==> src/hw/rtl/assert_macros.svh <==
// assertion macros for the display formatter rtl
// no dependencies; the bodies are empty when SYNTHESIS is defined
`ifndef ASSERT_MACROS_SVH
`define ASSERT_MACROS_SVH
`ifndef SYNTHESIS
`define LNF_ASSERT(lbl, clk, rst_n, prop) \
	lbl: assert property (@(posedge clk) disable iff (!rst_n) (prop)) \
		else $error("assertion failed");
`define LNF_ASSERT_NEXT(lbl, clk, rst_n, ante, cons) \
	lbl: assert property (@(posedge clk) disable iff (!rst_n) (ante) |=> (cons)) \
		else $error("assertion failed");
`else
`define LNF_ASSERT(lbl, clk, rst_n, prop)
`define LNF_ASSERT_NEXT(lbl, clk, rst_n, ante, cons)
`endif
`endif

==> src/hw/rtl/lnf_pkg.sv <==
// constants and codes of the lcd number format writer
// no dependencies; imported by every rtl module of the block
package lnf_pkg;
	localparam int DEF_MAX_DIGITS = 16;
	localparam int DEF_VALUE_BITS = 16;

	localparam int KIND_W   = 3;
	localparam int LINE_W   = 2;
	localparam int COLUMN_W = 6;
	localparam int VAL_IN_W = 16;
	localparam int COUNT_W  = 5;

	localparam logic [KIND_W-1:0] KIND_CHAR = 3'd0;
	localparam logic [KIND_W-1:0] KIND_UDEC = 3'd1;
	localparam logic [KIND_W-1:0] KIND_SDEC = 3'd2;
	localparam logic [KIND_W-1:0] KIND_HEX  = 3'd3;
	localparam logic [KIND_W-1:0] KIND_BIN  = 3'd4;

	localparam logic [LINE_W-1:0] LINE_ONE = 2'd1;
	localparam logic [LINE_W-1:0] LINE_TWO = 2'd2;

	localparam logic [7:0] CMD_CURSOR   = 8'h80;
	localparam logic [7:0] LINE2_OFFSET = 8'h40;
	localparam logic [7:0] CH_ZERO      = 8'h30;
	localparam logic [7:0] CH_A         = 8'h41;
	localparam logic [7:0] CH_PLUS      = 8'h2B;
	localparam logic [7:0] CH_MINUS     = 8'h2D;
	localparam logic [3:0] DIGIT_TEN    = 4'd10;
endpackage

==> src/hw/rtl/lcd_number_format_writer.sv <==
// top level of the lcd number format writer: request capture, sequencer, output word
// depends on lnf_pkg, lnf_bcd_conv, lnf_digit_sel and assert_macros.svh
//
// channel  dir  handshake              payload
// s        in   s_tvalid / s_tready    s_tuser: kind; s_tdata: line, column, value, digit_count
// m        out  m_tvalid / m_tready    m_tuser: is_data; m_tdata: bus_byte; m_tlast: last
//
// one request is taken when idle, then one bus word leaves per cycle while m_tready holds,
// except that decimal digits wait for the bcd conversion that starts at accept
// s_tready is low from accept until the final word sits in the output register
// reset clears the sequencer and the output valid; a stalled m side holds the word
`include "assert_macros.svh"
module lcd_number_format_writer import lnf_pkg::*; #(
	parameter int MAX_DIGITS = DEF_MAX_DIGITS,
	parameter int VALUE_BITS = DEF_VALUE_BITS
) (
	input  logic        clk,
	input  logic        arst_n,
	input  logic        s_tvalid,
	output logic        s_tready,
	input  logic [31:0] s_tdata,  // line[1:0], column[7:2], value[23:8], digit_count[28:24]
	input  logic [2:0]  s_tuser,  // kind[2:0]
	output logic        m_tvalid,
	input  logic        m_tready,
	output logic [7:0]  m_tdata,  // bus_byte[7:0]
	output logic [0:0]  m_tuser,  // is_data[0]
	output logic        m_tlast
);
	localparam int BCD_DIGITS = VALUE_BITS * 30103 / 100000 + 1;
	localparam int IDX_W      = (MAX_DIGITS > 1) ? $clog2(MAX_DIGITS) : 1;

	localparam logic [1:0] ST_IDLE = 2'd0;
	localparam logic [1:0] ST_CMD  = 2'd1;
	localparam logic [1:0] ST_PRE  = 2'd2;
	localparam logic [1:0] ST_DIG  = 2'd3;

	logic [KIND_W-1:0]   in_kind;
	logic [LINE_W-1:0]   in_line;
	logic [COLUMN_W-1:0] in_column;
	logic [VAL_IN_W-1:0] in_value;
	logic [COUNT_W-1:0]  in_count;
	logic [VALUE_BITS-1:0] in_ext;
	logic [VALUE_BITS-1:0] in_mag;
	logic                in_neg;
	logic                in_cmd;
	logic                in_pre;
	logic                in_dig;
	logic                in_dec;
	logic [COUNT_W:0]    in_sat;
	logic [COUNT_W:0]    in_last_idx;
	logic                accept;

	logic [1:0]            state_q, state_d;
	logic [KIND_W-1:0]     kind_q;
	logic [7:0]            cursor_q;
	logic [VALUE_BITS-1:0] mag_q;
	logic                  neg_q;
	logic                  pre_q;
	logic                  dig_q;
	logic [IDX_W-1:0]      idx_q, idx_d;

	logic                  m_tvalid_q;
	logic [7:0]            byte_q;
	logic                  data_q;
	logic                  last_q;

	logic                  slot;
	logic                  emit;
	logic [7:0]            emit_byte;
	logic                  emit_data;
	logic                  emit_last;

	logic                    conv_busy;
	logic [4*BCD_DIGITS-1:0] conv_bcd;
	logic [7:0]              digit_ch;
	logic                    dec_wait;

	assign in_kind   = s_tuser;
	assign in_line   = s_tdata[1:0];
	assign in_column = s_tdata[7:2];
	assign in_value  = s_tdata[23:8];
	assign in_count  = s_tdata[28:24];

	assign in_ext = VALUE_BITS'(in_value);
	assign in_neg = (in_kind == KIND_SDEC) && in_ext[VALUE_BITS-1];
	assign in_mag = in_neg ? (~in_ext + 1'b1) : in_ext;
	assign in_dec = (in_kind == KIND_UDEC) || (in_kind == KIND_SDEC);
	assign in_cmd = (in_line == LINE_ONE) || (in_line == LINE_TWO);
	assign in_pre = (in_kind == KIND_CHAR) || (in_kind == KIND_SDEC);
	assign in_dig = (in_dec || (in_kind == KIND_HEX) || (in_kind == KIND_BIN))
		&& (in_count != '0);
	assign in_sat = ({1'b0, in_count} > (COUNT_W + 1)'(MAX_DIGITS))
		? (COUNT_W + 1)'(MAX_DIGITS) : {1'b0, in_count};
	assign in_last_idx = in_sat - 1'b1;

	assign s_tready = (state_q == ST_IDLE);
	assign accept   = s_tvalid && s_tready;
	assign slot     = !m_tvalid_q || m_tready;
	assign dec_wait = ((kind_q == KIND_UDEC) || (kind_q == KIND_SDEC)) && conv_busy;

	lnf_bcd_conv #(
		.VALUE_BITS (VALUE_BITS),
		.BCD_DIGITS (BCD_DIGITS)
	) u_conv (
		.clk    (clk),
		.arst_n (arst_n),
		.start  (accept && in_dec),
		.value  (in_mag),
		.busy   (conv_busy),
		.bcd    (conv_bcd)
	);

	lnf_digit_sel #(
		.VALUE_BITS (VALUE_BITS),
		.BCD_DIGITS (BCD_DIGITS),
		.IDX_W      (IDX_W)
	) u_digit (
		.kind (kind_q),
		.idx  (idx_q),
		.mag  (mag_q),
		.bcd  (conv_bcd),
		.ch   (digit_ch)
	);

	always_comb begin
		state_d   = state_q;
		idx_d     = idx_q;
		emit      = 1'b0;
		emit_byte = 8'h00;
		emit_data = 1'b0;
		emit_last = 1'b0;
		case (state_q)
			ST_IDLE: begin
				if (s_tvalid) begin
					if (in_cmd) begin
						state_d = ST_CMD;
					end else if (in_pre) begin
						state_d = ST_PRE;
					end else if (in_dig) begin
						state_d = ST_DIG;
					end
				end
			end
			ST_CMD: begin
				if (slot) begin
					emit      = 1'b1;
					emit_byte = cursor_q;
					emit_last = !pre_q && !dig_q;
					if (pre_q) begin
						state_d = ST_PRE;
					end else if (dig_q) begin
						state_d = ST_DIG;
					end else begin
						state_d = ST_IDLE;
					end
				end
			end
			ST_PRE: begin
				if (slot) begin
					emit      = 1'b1;
					emit_data = 1'b1;
					emit_last = !dig_q;
					if (kind_q == KIND_CHAR) begin
						emit_byte = mag_q[7:0];
					end else if (neg_q) begin
						emit_byte = CH_MINUS;
					end else begin
						emit_byte = CH_PLUS;
					end
					state_d = dig_q ? ST_DIG : ST_IDLE;
				end
			end
			ST_DIG: begin
				if (slot && !dec_wait) begin
					emit      = 1'b1;
					emit_data = 1'b1;
					emit_byte = digit_ch;
					emit_last = (idx_q == '0);
					if (idx_q == '0) begin
						state_d = ST_IDLE;
					end else begin
						idx_d = idx_q - 1'b1;
					end
				end
			end
			default: state_d = ST_IDLE;
		endcase
	end

	always_ff @(posedge clk or negedge arst_n) begin
		if (!arst_n) begin
			state_q    <= ST_IDLE;
			m_tvalid_q <= 1'b0;
		end else begin
			state_q <= state_d;
			if (emit) begin
				m_tvalid_q <= 1'b1;
			end else if (m_tready) begin
				m_tvalid_q <= 1'b0;
			end
		end
	end

	// cursor address wraps modulo 256 for column zero
	always_ff @(posedge clk) begin
		if (accept) begin
			kind_q   <= in_kind;
			mag_q    <= (in_kind == KIND_CHAR) ? in_ext : in_mag;
			neg_q    <= in_neg;
			pre_q    <= in_pre;
			dig_q    <= in_dig;
			idx_q    <= IDX_W'(in_last_idx);
			cursor_q <= CMD_CURSOR | (({2'b00, in_column} - 8'd1)
				+ ((in_line == LINE_TWO) ? LINE2_OFFSET : 8'h00));
		end else begin
			idx_q <= idx_d;
		end
		if (emit) begin
			byte_q <= emit_byte;
			data_q <= emit_data;
			last_q <= emit_last;
		end
	end

	assign m_tvalid   = m_tvalid_q;
	assign m_tdata    = byte_q;
	assign m_tuser[0] = data_q;
	assign m_tlast    = last_q;

	`LNF_ASSERT(a_no_overwrite, clk, arst_n, emit |-> slot)
	`LNF_ASSERT_NEXT(a_last_frees_input, clk, arst_n, emit && emit_last, s_tready)
	`LNF_ASSERT(a_dig_numeric, clk, arst_n, (state_q == ST_DIG) |-> ((kind_q == KIND_UDEC)
		|| (kind_q == KIND_SDEC) || (kind_q == KIND_HEX) || (kind_q == KIND_BIN)))
	`LNF_ASSERT(a_dec_after_conv, clk, arst_n, (emit && (state_q == ST_DIG)) |-> !dec_wait)
endmodule

==> src/hw/rtl/lnf_bcd_conv.sv <==
// shift-add-3 binary to bcd converter, one bit per cycle
// depends on lnf_pkg
module lnf_bcd_conv import lnf_pkg::*; #(
	parameter int VALUE_BITS = DEF_VALUE_BITS,
	parameter int BCD_DIGITS = VALUE_BITS * 30103 / 100000 + 1
) (
	input  logic                    clk,
	input  logic                    arst_n,
	input  logic                    start,
	input  logic [VALUE_BITS-1:0]   value,
	output logic                    busy,
	output logic [4*BCD_DIGITS-1:0] bcd
);
	localparam int CNT_W = $clog2(VALUE_BITS + 1);

	logic [CNT_W-1:0]        cnt_q;
	logic [VALUE_BITS-1:0]   bin_q;
	logic [4*BCD_DIGITS-1:0] bcd_q;
	logic [4*BCD_DIGITS-1:0] adj;

	always_comb begin
		for (int i = 0; i < BCD_DIGITS; i++) begin
			if (bcd_q[4*i +: 4] > 4'd4) begin
				adj[4*i +: 4] = bcd_q[4*i +: 4] + 4'd3;
			end else begin
				adj[4*i +: 4] = bcd_q[4*i +: 4];
			end
		end
	end

	always_ff @(posedge clk or negedge arst_n) begin
		if (!arst_n) begin
			cnt_q <= '0;
		end else if (start) begin
			cnt_q <= CNT_W'(VALUE_BITS);
		end else if (cnt_q != '0) begin
			cnt_q <= cnt_q - 1'b1;
		end
	end

	always_ff @(posedge clk) begin
		if (start) begin
			bin_q <= value;
			bcd_q <= '0;
		end else if (cnt_q != '0) begin
			bcd_q <= {adj[4*BCD_DIGITS-2:0], bin_q[VALUE_BITS-1]};
			bin_q <= {bin_q[VALUE_BITS-2:0], 1'b0};
		end
	end

	assign busy = (cnt_q != '0);
	assign bcd  = bcd_q;
endmodule

==> src/hw/rtl/lnf_digit_sel.sv <==
// picks one digit of the value by position and turns it into ascii
// depends on lnf_pkg
module lnf_digit_sel import lnf_pkg::*; #(
	parameter int VALUE_BITS = DEF_VALUE_BITS,
	parameter int BCD_DIGITS = VALUE_BITS * 30103 / 100000 + 1,
	parameter int IDX_W      = 4
) (
	input  logic [KIND_W-1:0]       kind,
	input  logic [IDX_W-1:0]        idx,
	input  logic [VALUE_BITS-1:0]   mag,
	input  logic [4*BCD_DIGITS-1:0] bcd,
	output logic [7:0]              ch
);
	logic [VALUE_BITS-1:0]   hex_sh;
	logic [VALUE_BITS-1:0]   bin_sh;
	logic [4*BCD_DIGITS-1:0] dec_sh;
	logic [3:0]              digit;

	// positions past the value width shift out to zero
	assign hex_sh = mag >> {idx, 2'b00};
	assign bin_sh = mag >> idx;
	assign dec_sh = bcd >> {idx, 2'b00};

	always_comb begin
		case (kind)
			KIND_UDEC, KIND_SDEC: digit = dec_sh[3:0];
			KIND_HEX:             digit = hex_sh[3:0];
			KIND_BIN:             digit = {3'b000, bin_sh[0]};
			default:              digit = 4'd0;
		endcase
		if (digit < DIGIT_TEN) begin
			ch = CH_ZERO + {4'b0000, digit};
		end else begin
			ch = CH_A + {4'b0000, digit - DIGIT_TEN};
		end
	end
endmodule

==> config.mk <==
export PLATFORM = sky130hd
export DESIGN_NAME = lcd_number_format_writer
export DESIGN_NICKNAME = d
export VERILOG_FILES = /design/src/hw/rtl/lnf_pkg.sv /design/src/hw/rtl/lcd_number_format_writer.sv /design/src/hw/rtl/lnf_bcd_conv.sv /design/src/hw/rtl/lnf_digit_sel.sv
export VERILOG_INCLUDE_DIRS = /design/src /design/src/hw/rtl
export SDC_FILE = /design/constraint.sdc
export NUM_CORES = 1
export LEC_CHECK = 0
export BUFFER_PORTS_ARGS = -buffer_cell sky130_fd_sc_hd__buf_2
export CAP_MARGIN = 0
export CORE_AREA = 4 4 72 141
export CTS_BUF_LIST = sky130_fd_sc_hd__clkbuf_2
export CTS_CLUSTER_DIAMETER = 200
export DETAILED_ROUTE_END_ITERATION = 8
export DIE_AREA = 0 0 76 145
export PLACE_DENSITY_LB_ADDON = 0.25
export SYNTH_ARGS = -nofsm -noshare
export SYNTH_HDL_FRONTEND = slang
export SYNTH_SLANG_ARGS = --single-unit
==> constraint.sdc <==
create_clock -name clk -period 3.3 [get_ports clk]
set_input_delay 0.165 -clock clk [delete_from_list [all_inputs] [get_ports clk]]
set_output_delay 0.165 -clock clk [all_outputs]
set_load 0.01 [all_outputs]
==> flow_summary.ini <==
[synth]
synth_ff_type = edfxtp_1
synth-edff-count = 59
synth-seq-cells = 87
seq_area_frac_synth = 0.485
netlist_area_um2 = 4890
ys_warn_count = 0
async_flop_share = 0.0920
yosys-top-cells-count = 59 x edfxtp_1, 45 x nand2_1, 43 x a21oi_1, 36 x inv_1, 35 x nor2_1
netlist_instances = 465
synth_area_per_cell_um2 = 10.5
synth_top_area_share = 0.363
synth_area_leaders = edfxtp_1 36%, dfxtp_1 8.2%, mux4_2 4.6%, a21oi_1 4.4%, dfrtp_1 4.1%
syn-num-nets = 520
synthMostInstantiatedCell = edfxtp_1
synth.largest_area_cell = edfxtp_1
synth_cell_types = 59

[floorplanning]
io_pins = 51
die_width_um = 76
num_rows = 49
coreArea_um2 = 9010
initial_core_util = 0.542
die_area_um2 = 11000
fp.dieH_um = 145

[route]
antenna_left = 0
routed_wl_um = 11500
wire_per_inst_um = 17.6
firstDrtPassIters = 5
num_vias = 3883
routed_via_density = 5.95
drtIter0Drc = 248
drc = 0

[critical_path]
ff2ff_path_depth = 10
crit_chain = nand3b_1 > buf_4 > mux4_2 > nor2_1 > nor4_4 > inv_1 > ha_1 > xor2_1 > or3_1 > a21oi_1
crit_required_ns = 3.76
max_stage_delay_ns = 0.52
critPathKind = register to register
start_kind = register
crit_path_top_delay_cell = edfxtp_1
end_kind = register
arrival_ns = 3.30
cp_max_fo = 9

[sta]
fin_skew_ns = 0.0373
hold_viol = 0
setup_violations = 0
max_slew_margin = 0.392
post-route-period-util = 0.862
slew_viol_final = 0
rsz0062_at_grt = no
fin_crit_ns = 2.84
tns_ns = 0
holdWs_ns = 0.0180
fmax_ghz = 0.352
worstMarginPinSlew_ns = 0.912

[finish]
nNetsFinal = 600
final_cells = 653
final.fill_count = 750
area_growth_pct = 15.1
drive_gt1_frac = 0.205
final_core_util = 0.624

[placed_design]
hpwl_um = 8590
gp_congestion = 0.890
port_buffers = 47
dp.cells = 604

[clock_tree]
cts_tree = built
h-tree-depth = 3
cts_buffers = 9
clkSinkCount = 87
clockRootBuffer = clkbuf_2
cts_buffer_depth = 2
post_cts_buffers = 0
clkLatencyLatePin_ns = 0.58
clk_pin_slew_ns = 0.26

[global_route]
grt_util_all_layers = 0.212
met1_usage = 0.200
use_met2 = 0.398
grt_overflow = 0
top_usage_layer = met2
grt_pass1_vias = 3989
grt_max_degree = 42
grt_pass1_wl_um = 18800
grtUsageMet3 = 0.0416
antenna_found_initial = 1

[power]
total_power_uw = 4640
p_leak_uw = 0.00226
max-vdd-ir-drop_mv = 0.455
p_per_area_nw_per_um2 = 826

[hold_path]
hold_path_class = input port to register
holdPathStages = 3

[run]
maxCapViolCount = 0

[outcome]
status = finished clean
[state kept, by name, summed over array words and instances (netlist names), 2 cells and up]
signal and count:
u_conv.bcd 20, mag_q 16, u_conv.bin_q 16, m_tdata 8, u_conv.cnt_q 5, kind_q 3
state_q 2, cursor_q 7, idx_q 4
[routing by layer]
metal	vias up	routed length (um)
met3	54	474
met1	1850	3810
met2	133	6490
met5	-	0
li1	1846	-
met4	0	685
[worst max-delay path: cells and delay by family (launching register included)]
family	cells	cell delay, ns
AO/OA/AOI/OAI	1	0.16
XOR/XNOR	1	0.14
adder cells (fa/ha/maj)	1	0.33
buffers and inverters	2	0.31
flip-flops	1	0.52
multiplexers	1	0.33
AND/OR/NAND/NOR	4	0.95
[report_power, final]
group          switching (uW)  internal, uW  total, uW  leakage (uW)
Clock                     390           107        497     0.0000597
Sequential                356          1720       2080      0.000848
Combinational            1130           943       2070       0.00135
[through the flow]
| step | cell area [um2] | setup slack, ns |
|---|---|---|
| 2_1_floorplan | 4890 | 0.750 |
| 3_3_place_gp | 5200 | 0.543 |
| 3_5_place_dp | 5200 | 0.517 |
| 4_1_cts | 5620 | 0.462 |
| 5_1_grt | 5620 | 0.256 |
| 6_report | 5620 | 0.456 |
[what timing repair did]
item,CTS,global route
hold buffers,32,0
endpoints found under the hold margin,37,0
gates resized for setup,0,0
setup endpoints to repair,0,0
[cell usage in the layout (no fill, tap or decap), types with 3 or more instances in the layout]
| cell | instances |
|---|---|
| a211oi_1 | 10 |
| a21o_1 | 3 |
| a21oi_1 | 43 |
| a22oi_1 | 4 |
| a31oi_1 | 5 |
| and2_1 | 3 |
| buf_2 | 47 |
| buf_4 | 9 |
| clkbuf_2 | 9 |
| dfrtp_1 | 8 |
| dfxtp_1 | 20 |
| dlygate4sd3_1 | 32 |
| edfxtp_1 | 59 |
| ha_1 | 16 |
| inv_1 | 36 |
| inv_6 | 4 |
| mux2_2 | 17 |
| mux2i_1 | 5 |
| mux4_2 | 10 |
| nand2_1 | 45 |
| nand3_1 | 9 |
| nor2_1 | 35 |
| nor3_1 | 15 |
| nor3b_1 | 5 |
| o21ai_0 | 25 |
| or2_2 | 3 |
| xnor2_1 | 16 |
| xor2_1 | 14 |
[cell type report]
cell class | instances | area, um2 | share of cell area
repair buffers | 88 | 623 | 0.111
inverters | 37 | 139 | 0.0247
clock buffers | 9 | 45.0 | 0.00801
flip-flops and latches | 87 | 2370 | 0.422
clock inverters | 7 | 52.6 | 0.00935
well taps | 102 | 128 | 0.0227
diodes | 1 | 2.50 | 0.000445
multi-input cells | 322 | 2260 | 0.402
[path summary, 6_finish.rpt]
check / from / end / slack [ns]
setup / recovery: kind_q[2]$_DFFE_PP_ / m_tdata[2]$_DFFE_PP_ / 0.46
hold / removal: s_tdata[24] / dig_q$_DFFE_PP_ / 0.02
setup reg to reg: kind_q[2]$_DFFE_PP_ / m_tdata[2]$_DFFE_PP_ / 0.46
hold reg to reg: u_conv.bcd[17]$_SDFFE_PP0P_ / u_conv.bcd[17]$_SDFFE_PP0P_ / 0.52
max in group asynchronous: arst_n / state_q[1]$_DFFE_PN0P_ / 2.50
min in group asynchronous: arst_n / u_conv.cnt_q[1]$_DFFE_PN0P_ / 0.52
[cell families (layout without fill, tap and decap cells)]
group	count (synthesis)	count (layout)	share of synthesized area
buf+inv	56	141	0.0530
mux	32	32	0.0955
compound gates	112	112	0.142
flops	87	87	0.485
other cells	0	1	0
simple gates	132	132	0.129
xor+xnor	30	30	0.0538
fa+ha+maj	16	16	0.0410
Power figures use the tool's default switching activity.
